## config.mk

```make
export PLATFORM = sky130hd
export DESIGN_NAME = regex_pattern_classifier_core
export DESIGN_NICKNAME = d
export VERILOG_FILES = /design/src/design/rpc_pkg.sv /design/src/design/rpc_apb_regs.sv /design/src/design/rpc_decode.sv /design/src/design/regex_pattern_classifier_core.sv
export SDC_FILE = /design/constraint.sdc
export NUM_CORES = 1
export LEC_CHECK = 0
export BUFFER_PORTS_ARGS = -buffer_cell sky130_fd_sc_hd__buf_2
export CAP_MARGIN = 20
export CORE_UTILIZATION = 38
export DETAILED_ROUTE_END_ITERATION = 6
export GPL_TIMING_DRIVEN = 1
export PLACE_DENSITY = 0.85
export SLEW_MARGIN = 20
export SYNTH_ARGS = -nofsm -noshare
export SYNTH_HDL_FRONTEND = slang
export SYNTH_SLANG_ARGS = --single-unit
```

## constraint.sdc

```tcl
create_clock -name clk -period 1.75 [get_ports clk]
set_input_delay 0.175 -clock clk [delete_from_list [all_inputs] [get_ports clk]]
set_output_delay 0.175 -clock clk [all_outputs]
set_load 0.005 [all_outputs]
```

## src/design/rpc_pkg.sv

```systemverilog
package rpc_pkg;

	localparam int unsigned BYTE_W = 8;
	localparam int unsigned TDATA_W = 8;
	localparam int unsigned PADDR_W = 3;
	localparam int unsigned PDATA_W = 32;

	// Register index in the configuration map
	localparam logic [PADDR_W-3:0] REG_EXTENDED_SYNTAX = 1'b0;

	localparam logic [BYTE_W-1:0] CH_CARET     = 8'h5E;
	localparam logic [BYTE_W-1:0] CH_DOLLAR    = 8'h24;
	localparam logic [BYTE_W-1:0] CH_BACKSLASH = 8'h5C;
	localparam logic [BYTE_W-1:0] CH_ONE       = 8'h31;
	localparam logic [BYTE_W-1:0] CH_NINE      = 8'h39;
	localparam logic [BYTE_W-1:0] CH_LBRACKET  = 8'h5B;
	localparam logic [BYTE_W-1:0] CH_DOT       = 8'h2E;
	localparam logic [BYTE_W-1:0] CH_STAR      = 8'h2A;
	localparam logic [BYTE_W-1:0] CH_PLUS      = 8'h2B;
	localparam logic [BYTE_W-1:0] CH_QUESTION  = 8'h3F;
	localparam logic [BYTE_W-1:0] CH_PIPE      = 8'h7C;
	localparam logic [BYTE_W-1:0] CH_LBRACE    = 8'h7B;
	localparam logic [BYTE_W-1:0] CH_RBRACE    = 8'h7D;
	localparam logic [BYTE_W-1:0] CH_LPAREN    = 8'h28;
	localparam logic [BYTE_W-1:0] CH_RPAREN    = 8'h29;

	typedef enum logic [2:0] {
		CLS_SIMPLE   = 3'd0,
		CLS_FIXED    = 3'd1,
		CLS_PREFIX   = 3'd2,
		CLS_ANCHORED = 3'd3,
		CLS_BACKREF  = 3'd4
	} pat_class_t;

	typedef struct packed {
		logic at_first_byte;
		logic escape_pending;
		logic prev_raw_backslash;
		logic caret_seen;
		logic meta_seen;
		logic backref_seen;
	} pat_state_t;

	localparam pat_state_t PAT_STATE_RST = '{
		at_first_byte:      1'b1,
		escape_pending:     1'b0,
		prev_raw_backslash: 1'b0,
		caret_seen:         1'b0,
		meta_seen:          1'b0,
		backref_seen:       1'b0
	};

	typedef struct packed {
		logic       end_anchor;
		logic       begin_anchor;
		logic       saw_meta;
		pat_class_t pattern_class;
	} pat_result_t;

endpackage

```

## src/design/rpc_apb_regs.sv

```systemverilog
module rpc_apb_regs (
	input  logic                         clk,
	input  logic                         arst_n,
	input  logic                         psel,
	input  logic                         penable,
	input  logic                         pwrite,
	input  logic [rpc_pkg::PADDR_W-1:0] paddr,
	input  logic [rpc_pkg::PDATA_W-1:0] pwdata,
	output logic [rpc_pkg::PDATA_W-1:0] prdata,
	output logic                         pready,
	output logic                         extended_syntax
);
	import rpc_pkg::*;

	logic                     ext_q;
	logic                     wr_en;
	logic [PADDR_W-3:0]       reg_idx;

	assign pready  = 1'b1;
	assign reg_idx = paddr[PADDR_W-1:2];
	assign wr_en   = psel && penable && pwrite && pready;

	always_ff @(posedge clk or negedge arst_n) begin
		if (!arst_n) begin
			ext_q <= 1'b0;
		end else if (wr_en && reg_idx == REG_EXTENDED_SYNTAX) begin
			ext_q <= pwdata[0];
		end
	end

	always_comb begin
		prdata = '0;
		if (reg_idx == REG_EXTENDED_SYNTAX) begin
			prdata[0] = ext_q;
		end
	end

	assign extended_syntax = ext_q;

endmodule

```

## src/design/rpc_decode.sv

```systemverilog
module rpc_decode (
	input  rpc_pkg::pat_state_t         st,
	input  logic [rpc_pkg::BYTE_W-1:0] pattern_byte,
	input  logic                        last_byte,
	input  logic                        no_byte,
	input  logic                        ere,
	output rpc_pkg::pat_state_t         st_next,
	output rpc_pkg::pat_result_t        res
);
	import rpc_pkg::*;

	logic is_ref;
	logic is_bre_esc_meta;
	logic is_plain_meta;
	logic eol;

	assign is_ref = (pattern_byte >= CH_ONE) && (pattern_byte <= CH_NINE);

	always_comb begin
		is_bre_esc_meta = pattern_byte inside {CH_LPAREN, CH_RPAREN, CH_LBRACE, CH_RBRACE,
			CH_PIPE, CH_PLUS, CH_QUESTION};
		is_plain_meta = (pattern_byte inside {CH_DOT, CH_STAR, CH_LBRACKET}) ||
			(ere && is_bre_esc_meta);
	end

	assign eol = !no_byte && last_byte && pattern_byte == CH_DOLLAR &&
		!st.prev_raw_backslash;

	always_comb begin
		st_next = st;
		if (!no_byte) begin
			if (st.at_first_byte && pattern_byte == CH_CARET) begin
				st_next.caret_seen = 1'b1;
			end else if (st.escape_pending) begin
				if (is_ref) begin
					st_next.backref_seen = 1'b1;
				end else if (!ere && is_bre_esc_meta) begin
					st_next.meta_seen = 1'b1;
				end
				st_next.escape_pending = 1'b0;
			end else if (pattern_byte == CH_BACKSLASH && !last_byte) begin
				st_next.escape_pending = 1'b1;
			end else begin
				// A dollar sign anywhere but at the end counts as a metacharacter.
				if (is_plain_meta || (pattern_byte == CH_DOLLAR && !last_byte)) begin
					st_next.meta_seen = 1'b1;
				end
			end
			st_next.at_first_byte      = 1'b0;
			st_next.prev_raw_backslash = (pattern_byte == CH_BACKSLASH);
		end
	end

	always_comb begin
		if (st_next.backref_seen) begin
			res.pattern_class = CLS_BACKREF;
		end else if (st_next.meta_seen) begin
			res.pattern_class = CLS_SIMPLE;
		end else if (st_next.caret_seen && eol) begin
			res.pattern_class = CLS_ANCHORED;
		end else if (st_next.caret_seen) begin
			res.pattern_class = CLS_PREFIX;
		end else if (!eol) begin
			res.pattern_class = CLS_FIXED;
		end else begin
			res.pattern_class = CLS_SIMPLE;
		end
		res.saw_meta     = st_next.meta_seen;
		res.begin_anchor = st_next.caret_seen;
		res.end_anchor   = eol;
	end

endmodule

```

## src/design/regex_pattern_classifier_core.sv

```systemverilog
// Regex pattern classifier core.
// A pattern arrives one byte per request on the s_axis channel: tdata carries
// the byte, tlast marks the final request of the pattern and tuser marks a
// request that carries no byte (used for an empty pattern, ignored mid-pattern).
// For each pattern exactly one result leaves on m_axis, produced by the request
// marked tlast: class, metacharacter flag and the begin and end anchor flags.
// The APB port holds one register, extended_syntax at address 0 (1 = ERE rules).
// It should only be written while no pattern is in flight.
// A request is captured in the input register and decoded from there; the
// result of a final request is loaded into the output register when that request
// is processed, and m_tvalid is driven from the output register.
// Throughput: one request per cycle while no final byte waits for the result
// slot, set by the flag update that every byte makes to the pattern state.
// When m_tready is low, the pending result is held; further non-final bytes
// are still taken, and a final byte waits in the input register, with s_tready
// low, until the result slot frees.
// Reset clears the pattern state, both valid flags and the register.
module regex_pattern_classifier_core (
	input  logic                         clk,
	input  logic                         arst_n,
	// APB configuration
	input  logic                         psel,
	input  logic                         penable,
	input  logic                         pwrite,
	input  logic [rpc_pkg::PADDR_W-1:0] paddr,
	input  logic [rpc_pkg::PDATA_W-1:0] pwdata,
	output logic [rpc_pkg::PDATA_W-1:0] prdata,
	output logic                         pready,
	// Input stream
	input  logic                         s_tvalid,
	output logic                         s_tready,
	input  logic [rpc_pkg::TDATA_W-1:0] s_tdata,  // [7:0] pattern_byte
	input  logic                         s_tlast,  // last_byte
	input  logic                         s_tuser,  // [0] no_byte
	// Result stream
	output logic                         m_tvalid,
	input  logic                         m_tready,
	// [2:0] pattern_class, [3] saw_meta, [4] begin_anchor, [5] end_anchor, [7:6] zero
	output logic [rpc_pkg::TDATA_W-1:0] m_tdata
);
	import rpc_pkg::*;

	logic                  ext_syntax;
	logic                  valid_s1;
	logic [BYTE_W-1:0]     byte_s1;
	logic                  last_s1;
	logic                  none_s1;
	logic                  proc;
	pat_state_t            st_q;
	pat_state_t            st_next;
	pat_result_t           res;
	pat_result_t           res_q;
	logic                  out_valid_q;

	rpc_apb_regs u_regs (
		.clk             (clk),
		.arst_n          (arst_n),
		.psel            (psel),
		.penable         (penable),
		.pwrite          (pwrite),
		.paddr           (paddr),
		.pwdata          (pwdata),
		.prdata          (prdata),
		.pready          (pready),
		.extended_syntax (ext_syntax)
	);

	rpc_decode u_decode (
		.st           (st_q),
		.pattern_byte (byte_s1),
		.last_byte    (last_s1),
		.no_byte      (none_s1),
		.ere          (ext_syntax),
		.st_next      (st_next),
		.res          (res)
	);

	// Only a final byte needs room in the result register.
	assign proc     = valid_s1 && (!last_s1 || !out_valid_q || m_tready);
	assign s_tready = !valid_s1 || proc;

	always_ff @(posedge clk or negedge arst_n) begin
		if (!arst_n) begin
			valid_s1 <= 1'b0;
		end else if (s_tready) begin
			valid_s1 <= s_tvalid;
		end
	end

	always_ff @(posedge clk) begin
		if (s_tready && s_tvalid) begin
			byte_s1 <= s_tdata[BYTE_W-1:0];
			last_s1 <= s_tlast;
			none_s1 <= s_tuser;
		end
	end

	always_ff @(posedge clk or negedge arst_n) begin
		if (!arst_n) begin
			st_q <= PAT_STATE_RST;
		end else if (proc) begin
			st_q <= last_s1 ? PAT_STATE_RST : st_next;
		end
	end

	always_ff @(posedge clk or negedge arst_n) begin
		if (!arst_n) begin
			out_valid_q <= 1'b0;
		end else if (proc && last_s1) begin
			out_valid_q <= 1'b1;
		end else if (m_tready) begin
			out_valid_q <= 1'b0;
		end
	end

	always_ff @(posedge clk) begin
		if (proc && last_s1) begin
			res_q <= res;
		end
	end

	assign m_tvalid = out_valid_q;
	assign m_tdata  = {{(TDATA_W - $bits(pat_result_t)){1'b0}}, res_q};

	// A new result only appears after a final byte was decoded.
	assert property (@(posedge clk) disable iff (!arst_n)
		$rose(out_valid_q) |-> $past(proc && last_s1))
		else $error("result raised without a final byte");

	// The pattern state returns to its start after each final byte.
	assert property (@(posedge clk) disable iff (!arst_n)
		(proc && last_s1) |=> (st_q == PAT_STATE_RST))
		else $error("pattern state not cleared after final byte");

	// An escape can only be open once the first byte has gone by.
	assert property (@(posedge clk) disable iff (!arst_n)
		st_q.escape_pending |-> !st_q.at_first_byte)
		else $error("escape pending at first byte");

	// A stalled result is never overwritten by the next pattern.
	assert property (@(posedge clk) disable iff (!arst_n)
		(out_valid_q && !m_tready) |=> (out_valid_q && $stable(res_q)))
		else $error("pending result lost under stall");

endmodule

```

==> results of run 1 <==
[synth_stat cells (all sizes together) (2+ instances only)]
library cell	instances	area, µm²
buf	35	263
edfxtp	16	480
dfrtp	8	200
o21ai	7	38.8
inv	5	18.8
nand2	5	18.8
nor2	5	18.8
and2	4	26.3
nand3b	4	30.0
a21o	3	22.5
nand4b	3	26.3
nor2b	3	18.8
a211oi	2	15.0
a31oi	2	27.5
conb	2	7.51
nand4	2	12.5
nor3	2	10.0
or4b	2	20.0
[cell type report]
type | count | area, µm²
Tap cell | 48 | 60.1
Clock inverter | 1 | 7.51
Clock buffer | 3 | 41.3
Timing Repair Buffer | 50 | 322
Sequential cell | 25 | 707
Inverter | 5 | 18.8
Multi-Input combinational cell | 99 | 658
Fill cell | 346 | 1870
[path summary, 6_finish.rpt]
| path | startpoint | to | slack, ps | cells past startpoint |
|---|---|---|---|---|
| max in group asynchronous | arst_n | st_q[5] | 1220 | 2 |
| worst min-delay path | s_tdata[0] | byte_s1[0] | 80 | 1 |
| worst max-delay path | byte_s1[1] | m_tdata[1] | -150 | 7 |
| min in group asynchronous | arst_n | st_q[4] | 290 | 2 |
| worst max register to register | byte_s1[1] | m_tdata[1] | -150 | 7 |
| worst min register to register | st_q[3] | st_q[3] | 490 | 1 |
[cell usage in the layout (no fill, tap or decap), drive strengths merged, types with 4 or more instances in the layout]
cell type,n
and2,4
buf,49
conb,34
dfrtp,8
edfxtp,16
inv,5
nand2,5
nand3b,4
nor2,5
o21ai,7
[cell families after synthesis]
kind of cell	Yosys count	share of synthesized area, %
mux	1	0.763
other cells	2	0.509
buf+inv	41	19.3
compound gates	24	12.8
flops	25	47.9
xor+xnor	1	0.594
simple gates	39	18.1
[registers in the layout, indices dropped and copies added (netlist names)]
name / cells
u_regs.extended_syntax: 1
m_tdata: 6
m_tvalid: 1
last_s1: 1
none_s1: 1
st_q: 6
byte_s1: 8
valid_s1: 1
[routing by layer]
metal,up-vias,track usage (%),share of wire [%]
met5,-,0,0
met4,0,2.50,0.63
met3,2,3.93,5.0
met2,40,23.7,53
met1,498,15.5,41
li1,520,-,-
[power breakdown]
| group | internal, W | switching, W |
|---|---|---|
| combinational | 0.0000857 | 0.0000973 |
| clock | 0.000161 | 0.000177 |
| sequential | 0.000668 | 0.0000247 |
[through the flow]
step / total power [W] / utilization, %
floorplan: 0.000847 / -
global placement: 0.000862 / 45.3
detailed placement: 0.000870 / 45.3
CTS: 0.00122 / 49.1
global route: 0.00127 / 49.2
finish: 0.00121 / 49.2
[repair_timing]
item | CTS | global route
endpoints found under the hold margin | 9 | 0
cloned | 0 | 0
hold buffers | 1 | 0
pin swaps | 7 | 6
buffers inserted | 4 | 0
setup endpoints to repair | 7 | 5
gates resized for setup | 10 | 1
==> metrics.csv, run 1 <==
metric;value;unit
crit_chain;buf_4 -> or4_4 -> a311oi_2 -> a31oi_1 -> o21ai_2 -> buf_4 -> a211oi_2;
wl_per_cell;11.0;µm
ys_seq_area_share;47.9;%
start_util;40.0;%
cts_max_level;1;
grt_max_degree;16;
slew_viol_final;0;
path_buf_inv;2;
placed_cells;222;
crit_top_cell;buf_4;
routed_via_density;4.59;
clkLatencyLatePin;270;ps
route.detailed.drc;0;
finalSetupTns;-482;ps
end_kind;flop;
die-area;0.00414;mm²
chipHeight;64.3;µm
slowest_stage;edfxtp_1;
setup_viol;5;
violations;setup timing;
place_hpwl;1960;µm
clock.fmax;526;MHz
wl;2540;µm
timing.final.ws_setup;-152;ps
ioPinCount;95;
dp_slack;-191;ps
tritoncts;done;
ys_ff_latch;25;
timing.hold.ws;76.4;ps
antenna_found_initial;0;
core-area;0.00369;mm²
grt-ovfl-total;0;
hold_path_class;input port to flop;
rsz0062_at_grt;true;
drt_iter0_markers;10;
cts.path.max_buffers;2;
crit_type;flop to flop;
worstPathMaxFanout;3;
clk_pin_slew;80;ps
fin_cells;231;
syn_to_final_growth;23.0;%
power.density;669;mW/mm²
required;1770;ps
ys.flop_type;edfxtp_1;
p_leak;0.829;nW
place_area;0.00167;mm²
cp.arrival;1920;ps
avgSynthCellArea;11.1;µm²
n_antenna_cell;0;
dr.pass1.iters;3;
grt_pass1_wl;4200;µm
ant_nets;0;
cp-start-kind;flop;
port_buffers;27;
finalHoldViolCount;0;
clock_sinks;25;
status;finished with violations;
fin_area;0.00181;mm²
yosysWarnings;0;
fin_crit;1900;ps
gp_congestion;0.781;
rows;22;
slowest_delay;430;ps
drive_gt1_share;39.9;%
vdd_ir_drop_max;550;µV
grtUsageTotal;13.2;%
synth_edf_count;16;
die_x;64.3;µm
nets;236;
syn_area;0.00148;mm²
min_period_over_period;109;%
syn-instance-count;133;
fin_skew;2.58;ps
synth_cell_types;45;
crit_family;compound AO/OA/AOI/OAI gates;
first_global_vias;938;
vias;1060;
async_reset_ff_share;36.0;%
max_cap_violations;0;
cts_root_buf;clkbuf_8;
cts_buffers;3;
Power figures use the tool's default switching activity.
==> inputs of run 2 (changes only) <==
--- a/config.mk
+++ b/config.mk
@@ -7,10 +7,12 @@
 export LEC_CHECK = 0
 export BUFFER_PORTS_ARGS = -buffer_cell sky130_fd_sc_hd__buf_2
 export CAP_MARGIN = 20
+export CORE_MARGIN = 2
 export CORE_UTILIZATION = 38
 export DETAILED_ROUTE_END_ITERATION = 6
 export GPL_TIMING_DRIVEN = 1
 export PLACE_DENSITY = 0.85
+export RECOVER_POWER = 50
 export SLEW_MARGIN = 20
 export SYNTH_ARGS = -nofsm -noshare
 export SYNTH_HDL_FRONTEND = slang
==> constraint.sdc (replaced) <==
create_clock -name clk -period 1.7 [get_ports clk]
set_input_delay 0.17 -clock clk [delete_from_list [all_inputs] [get_ports clk]]
set_output_delay 0.17 -clock clk [all_outputs]
set_load 0.005 [all_outputs]
==> run 2 against run 1 <==
Effect of this change:
- critical path depth is 1 lower
- flip-flop and latch count did not move
- largest cell class unchanged
- final cell count increased by 2.6%
- worst hold slack worse by 7.1 ps
- via count up 2.2%
- register-to-register slack got worse by 120 ps
- combinational power grew 19%
- utilization rose by 2.4 points
- the flow still finishes with violations (setup timing)
- critical path type unchanged
==> metrics.csv, run 2 (synthesized netlist as in run 1, its figures left out) <==
metric;value;unit;change
start_util;40.0;%;unchanged
largest_register;byte_s1;;
switching_share;25.3;%;+0.63 points
fin_cells;237;;+2.6%
cellInternalPower;0.000959;W;+4.9%
tritoncts;done;;
placed_cells;227;;+2.3%
clkLatencyLatePin;270;ps;about the same
dr.pass1.iters;4;;+1
port_buffers;27;;unchanged
rsz0062_at_grt;true;;
worstPathMaxFanout;4;;+1
p_total;0.00128;W;+5.7%
clock_sinks;25;;unchanged
power.density;674;mW/mm²;+0.81%
drive_gt1_share;42.9;%;+3.0 points
cp-start-kind;flop;;
die-area;0.00440;mm²;+6.3%
timing.hold.ws;69.3;ps;-7.08 ps
hold_path_depth;1;;unchanged
vdd_ir_drop_max;551;µV;+0.20%
crit_type;flop to flop;;
gp_congestion;0.794;;+1.6%
wl_per_cell;12.0;µm;+9.2%
combPwrFrac;17.0;%;+1.9 points
ioPinCount;95;;unchanged
grt_max_degree;14;;-2
p_leak;0.863;nW;+4.1%
p_switching;0.000325;W;+8.5%
cp.arrival;2180;ps;+260 ps
chipHeight;66.3;µm;+3.1%
place_hpwl;2020;µm;+3.3%
slew_viol_final;0;;unchanged
largest_register_ff_count;8;;unchanged
grt_pass1_wl;4340;µm;+3.5%
fin_crit;1970;ps;+71.1 ps
dp_slack;-191;ps;+0.738 ps
clock.fmax;507;MHz;-3.6%
ant_nets;0;;unchanged
grtUsageTotal;12.9;%;-0.34 points
slowest_delay;570;ps;+140 ps
syn_to_final_growth;29.0;%;
wl;2840;µm;+12%
violations;setup timing;;
finalHoldViolCount;0;;unchanged
reg2regPathDepth;6;;-1
route.detailed.drc;0;;unchanged
min_period_over_period;116;%;+7.4 points
worstHoldStart;s_tdata[0];;
cts.path.max_buffers;2;;unchanged
vias;1083;;+2.2%
n_antenna_cell;0;;unchanged
r2r-end;st_q[1];;
r2r_slack;-270;ps;-120 ps
end_kind;flop;;
slowest_stage;or4_4;;
first_global_vias;999;;+6.5%
layout_common_cells;conb_1 (34), buf_2 (26), buf_4 (21);;
cts_buffers;3;;unchanged
p_clk_share;27.3;%;-0.6 points
final_util;51.6;%;+2.4 points
max_cap_violations;0;;unchanged
rows;22;;unchanged
r2r-start;byte_s1[1];;
clk_pin_slew;90;ps;about the same
drt_iter0_markers;53;;+43
timing.final.ws_setup;-273;ps;-121 ps
status;finished with violations;;
antenna_found_initial;0;;unchanged
crit_chain;or4_4 -> a311oi_2 -> a31oi_1 -> o21ai_2 -> buf_4 -> a32o_1;;
hold_path_class;input port to flop;;
routed_via_density;4.57;;-0.42%
hold_path_end;byte_s1[0];;
cts_max_level;1;;unchanged
final_common_cell;conb_1;;
nets;242;;+2.5%
core-area;0.00369;mm²;unchanged
required;1910;ps;+140 ps
p_seq_share;55.7;%;-1.3 points
die_x;66.3;µm;+3.1%
cts_root_buf;clkbuf_8;;
grt-ovfl-total;0;;unchanged
setup_viol;5;;unchanged
fin_skew;4.81;ps;+2.24 ps
## run 2: cell types whose count changed in the layout (fill, tap and decap cells not counted), sizes merged
cell | previous run | this run
buf | 49 | 53
clkinvlp | 1 | 0
clkbuf | 3 | 6
## run 2: how the worst max path moves through the flow
stage                     slack, ps        from  cells after the start    endpoint
after floorplan                -110  byte_s1[4]                      4  m_tdata[0]
after CTS                      -210  byte_s1[1]                      6  m_tdata[1]
final                          -270  byte_s1[1]                      6     st_q[1]
after global routing           -290  byte_s1[1]                      6     st_q[1]
after detailed placement       -190  byte_s1[1]                      6  m_tdata[1]
after global placement         -170  byte_s1[1]                      6  m_tdata[1]
## run 2: power groups by stage
stage	Sequential (W)	Combinational (W)	Clock, W
after detailed placement	0.000724	0.000184	0
after floorplan	0.000726	0.000148	0
after CTS	0.000713	0.000202	0.000353
final	0.000715	0.000218	0.000350
after global routing	0.000720	0.000241	0.000383
after global placement	0.000722	0.000178	0
## run 2: worst max-delay path, delay by kind of cell (launching register included)
family	cells	cell delay, ps
buf+inv	1	170
compound gates	4	770
flops	1	410
simple gates	1	570
## run 2: what timing repair did
action	CTS	global route
buffers inserted	4	1
cloned	0	0
hold endpoints to repair	9	0
pin swaps	10	10
setup endpoints to repair	6	6
hold buffers	1	0
gates resized for setup	11	10
## run 2: through the flow
| step | area (µm²) | setup TNS [ps] |
|---|---|---|
| final | 1900 | -1060 |
| after global routing | 1900 | -1220 |
| after CTS | 1840 | -672 |
| after detailed placement | 1710 | -694 |
| after global placement | 1710 | -551 |
| after floorplan | 1620 | -223 |
## run 2: per-layer routing
layer	vias to the layer above	global-route usage, %	routed length (µm)
met4	0	3.83	27
met1	497	15.4	1150
li1	529	-	-
met5	-	0	0
met3	4	2.04	167
met2	53	23.5	1500
## run 2: cell type report
type,count,area [µm²]
Tap cell,48,60.1
Timing Repair Buffer,56,377
Inverter,5,18.8
Multi-Input combinational cell,99,696
Fill cell,325,1790
Sequential cell,25,707
Clock buffer,4,45.0
==> inputs of run 3 (changes only) <==
--- a/config.mk
+++ b/config.mk
@@ -11,6 +11,7 @@
 export CORE_UTILIZATION = 38
 export DETAILED_ROUTE_END_ITERATION = 6
 export GPL_TIMING_DRIVEN = 1
+export HOLD_SLACK_MARGIN = 0.12
 export PLACE_DENSITY = 0.85
 export RECOVER_POWER = 50
 export SLEW_MARGIN = 20
==> run 3 against run 2 <==
Effect of this change:
- the flow still finishes with violations (setup timing)
- die area did not move
- via count rose by 5.0%
- final area rose by 5.7%
- sequential share of layout area fell by 2.0 points
- critical endpoint unchanged
- global-route usage rose by 1.2 points
- wire length rose by 8.4%
- final cell count rose by 5.1%
- clock skew fell by 1.7 ps
- combinational power rose by 10%
- worst setup slack got worse by 4.6 ps
==> metrics.csv, run 3 (synthesized netlist as in run 1, its figures left out) <==
metric;value;unit;change
status;finished with violations;;
violations;setup timing;;
route.detailed.drc;0;;unchanged
tritoncts;done;;
syn_to_final_growth;36.4;%;
antenna_found_initial;0;;unchanged
largest_register_ff_count;8;;unchanged
min_period_over_period;116;%;+0.27 points
drive_gt1_share;39.8;%;-3.1 points
dr.pass1.iters;4;;unchanged
path_buf_inv;1;;unchanged
switching_share;25.1;%;-0.24 points
max_cap_violations;0;;unchanged
largest_register;byte_s1;;
p_clk_share;26.7;%;-0.6 points
rsz0062_at_grt;true;;
cts.path.max_buffers;2;;unchanged
fin_skew;3.07;ps;-1.74 ps
p_total;0.00130;W;+1.5%
core-area;0.00369;mm²;unchanged
clk_pin_slew;80;ps;about the same
layout_common_cells;conb_1 (34), buf_2 (26), buf_4 (23);;
timing.final.ws_setup;-278;ps;-4.62 ps
slowest_delay;530;ps;-40 ps
vias;1137;;+5.0%
start_util;40.0;%;unchanged
gp_congestion;0.794;;unchanged
rows;22;;unchanged
die_x;66.3;µm;unchanged
grt_pass1_wl;4700;µm;+8.2%
combPwrFrac;18.4;%;+1.4 points
crit_chain;or4_4 -> a311oi_2 -> a31oi_1 -> o21ai_2 -> buf_4 -> a32o_1;;
cp.arrival;2180;ps;about the same
port_buffers;27;;unchanged
chipHeight;66.3;µm;unchanged
hold_path_class;input port to flop;;
cellInternalPower;0.000976;W;+1.8%
slew_viol_final;0;;unchanged
wl;3080;µm;+8.4%
die-area;0.00440;mm²;unchanged
grt_max_degree;14;;unchanged
final_common_cell;conb_1;;
p_seq_share;54.9;%;-0.8 points
finalHoldViolCount;0;;unchanged
place_hpwl;2020;µm;unchanged
wl_per_cell;12.4;µm;+3.1%
crit_family;compound AO/OA/AOI/OAI gates;;
cts_root_buf;clkbuf_8;;
dp_slack;-191;ps;unchanged
nets;254;;+5.0%
p_switching;0.000326;W;+0.52%
clkLatencyLatePin;270;ps;about the same
setup_viol;5;;unchanged
cp-start-kind;flop;;
drt_iter0_markers;59;;+11%
required;1910;ps;about the same
grtUsageTotal;14.1;%;+1.2 points
fin_crit;1980;ps;+4.62 ps
slowest_stage;or4_4;;
first_global_vias;1072;;+7.3%
crit_type;flop to flop;;
ant_nets;0;;unchanged
ioPinCount;95;;unchanged
routed_via_density;4.57;;about the same
vdd_ir_drop_max;547;µV;-0.78%
cts_buffers;3;;unchanged
grt-ovfl-total;0;;unchanged
end_kind;flop;;
cts_max_level;1;;unchanged
n_antenna_cell;0;;unchanged
p_leak;0.913;nW;+5.7%
clock_sinks;25;;unchanged
power.density;647;mW/mm²;-4.0%
clock.fmax;506;MHz;-0.23%
worstPathMaxFanout;4;;unchanged
-- run 3: changes by cell type in the layout (fill, tap and decap cells not counted) --
cell,before,now
dlygate4sd3_1,1,13
buf_4,21,23
buf_6,6,5
clkbuf_4,1,0
xor2_1,0,1
xor2_2,1,0
-- run 3: what timing repair did --
action                                  CTS  global route
endpoints found under the setup margin    6             6
setup buffers                             4             1
hold buffers                             13             0
resized for setup                        11             8
pin swaps                                10            10
hold endpoints to repair                 21             0
-- run 3: power by group through the flow --
stage	logic, W	clock network (W)	registers (W)
floorplan	0.000148	0	0.000726
global route	0.000264	0.000383	0.000721
finish	0.000240	0.000348	0.000715
CTS	0.000223	0.000353	0.000713
detailed placement	0.000184	0	0.000724
global placement	0.000178	0	0.000722
-- run 3: area by class of cell --
cell class	count	area [µm²]
clock buffer	4	45.0
fill	318	1680
inverter	5	18.8
multi-input combinational	99	688
sequential	25	707
tap	48	60.1
timing repair buffer	68	493
-- run 3: path summary, 6_finish.rpt --
check / startpoint / to / slack (ps) / cells after the start
max reg2reg: byte_s1[3] / st_q[1] / -280 / 6
min: pwdata[0] / u_regs.extended_syntax / 140 / 2
max in group asynchronous: arst_n / st_q[5] / 960 / 2
min in group asynchronous: arst_n / st_q[3] / 380 / 2
max: byte_s1[3] / st_q[1] / -280 / 6
min reg2reg: st_q[3] / st_q[3] / 490 / 1
-- run 3: layer usage --
metal | GRT usage (%) | share of wire [%] | up-vias
met1 | 16.5 | 39 | 526
met3 | 2.21 | 5.4 | 4
met5 | 0 | 0 | -
li1 | - | - | 553
met2 | 26.3 | 55 | 54
met4 | 3.83 | 0.88 | 0
-- run 3: stage by stage --
stage                     setup TNS [ps]  hold WS, ps  instance area (µm²)  util (%)  std cells
after floorplan                     -223         -126                 1620         -        165
after global placement              -551         29.7                 1710      46.5        227
after detailed placement            -694         34.2                 1710      46.5        227
after CTS                           -672          142                 1960      53.1        248
after global routing               -1280          155                 2010      54.5        249
final                              -1080          143                 2010      54.5        249
-- run 3: worst register-to-register path, delay by kind of cell, from the launching register on --
family / cells / cell delay [ps]
and+or+nand+nor: 1 / 530
AOI/OAI and AO/OA: 4 / 770
buffers and inverters: 1 / 170
DFF: 1 / 460
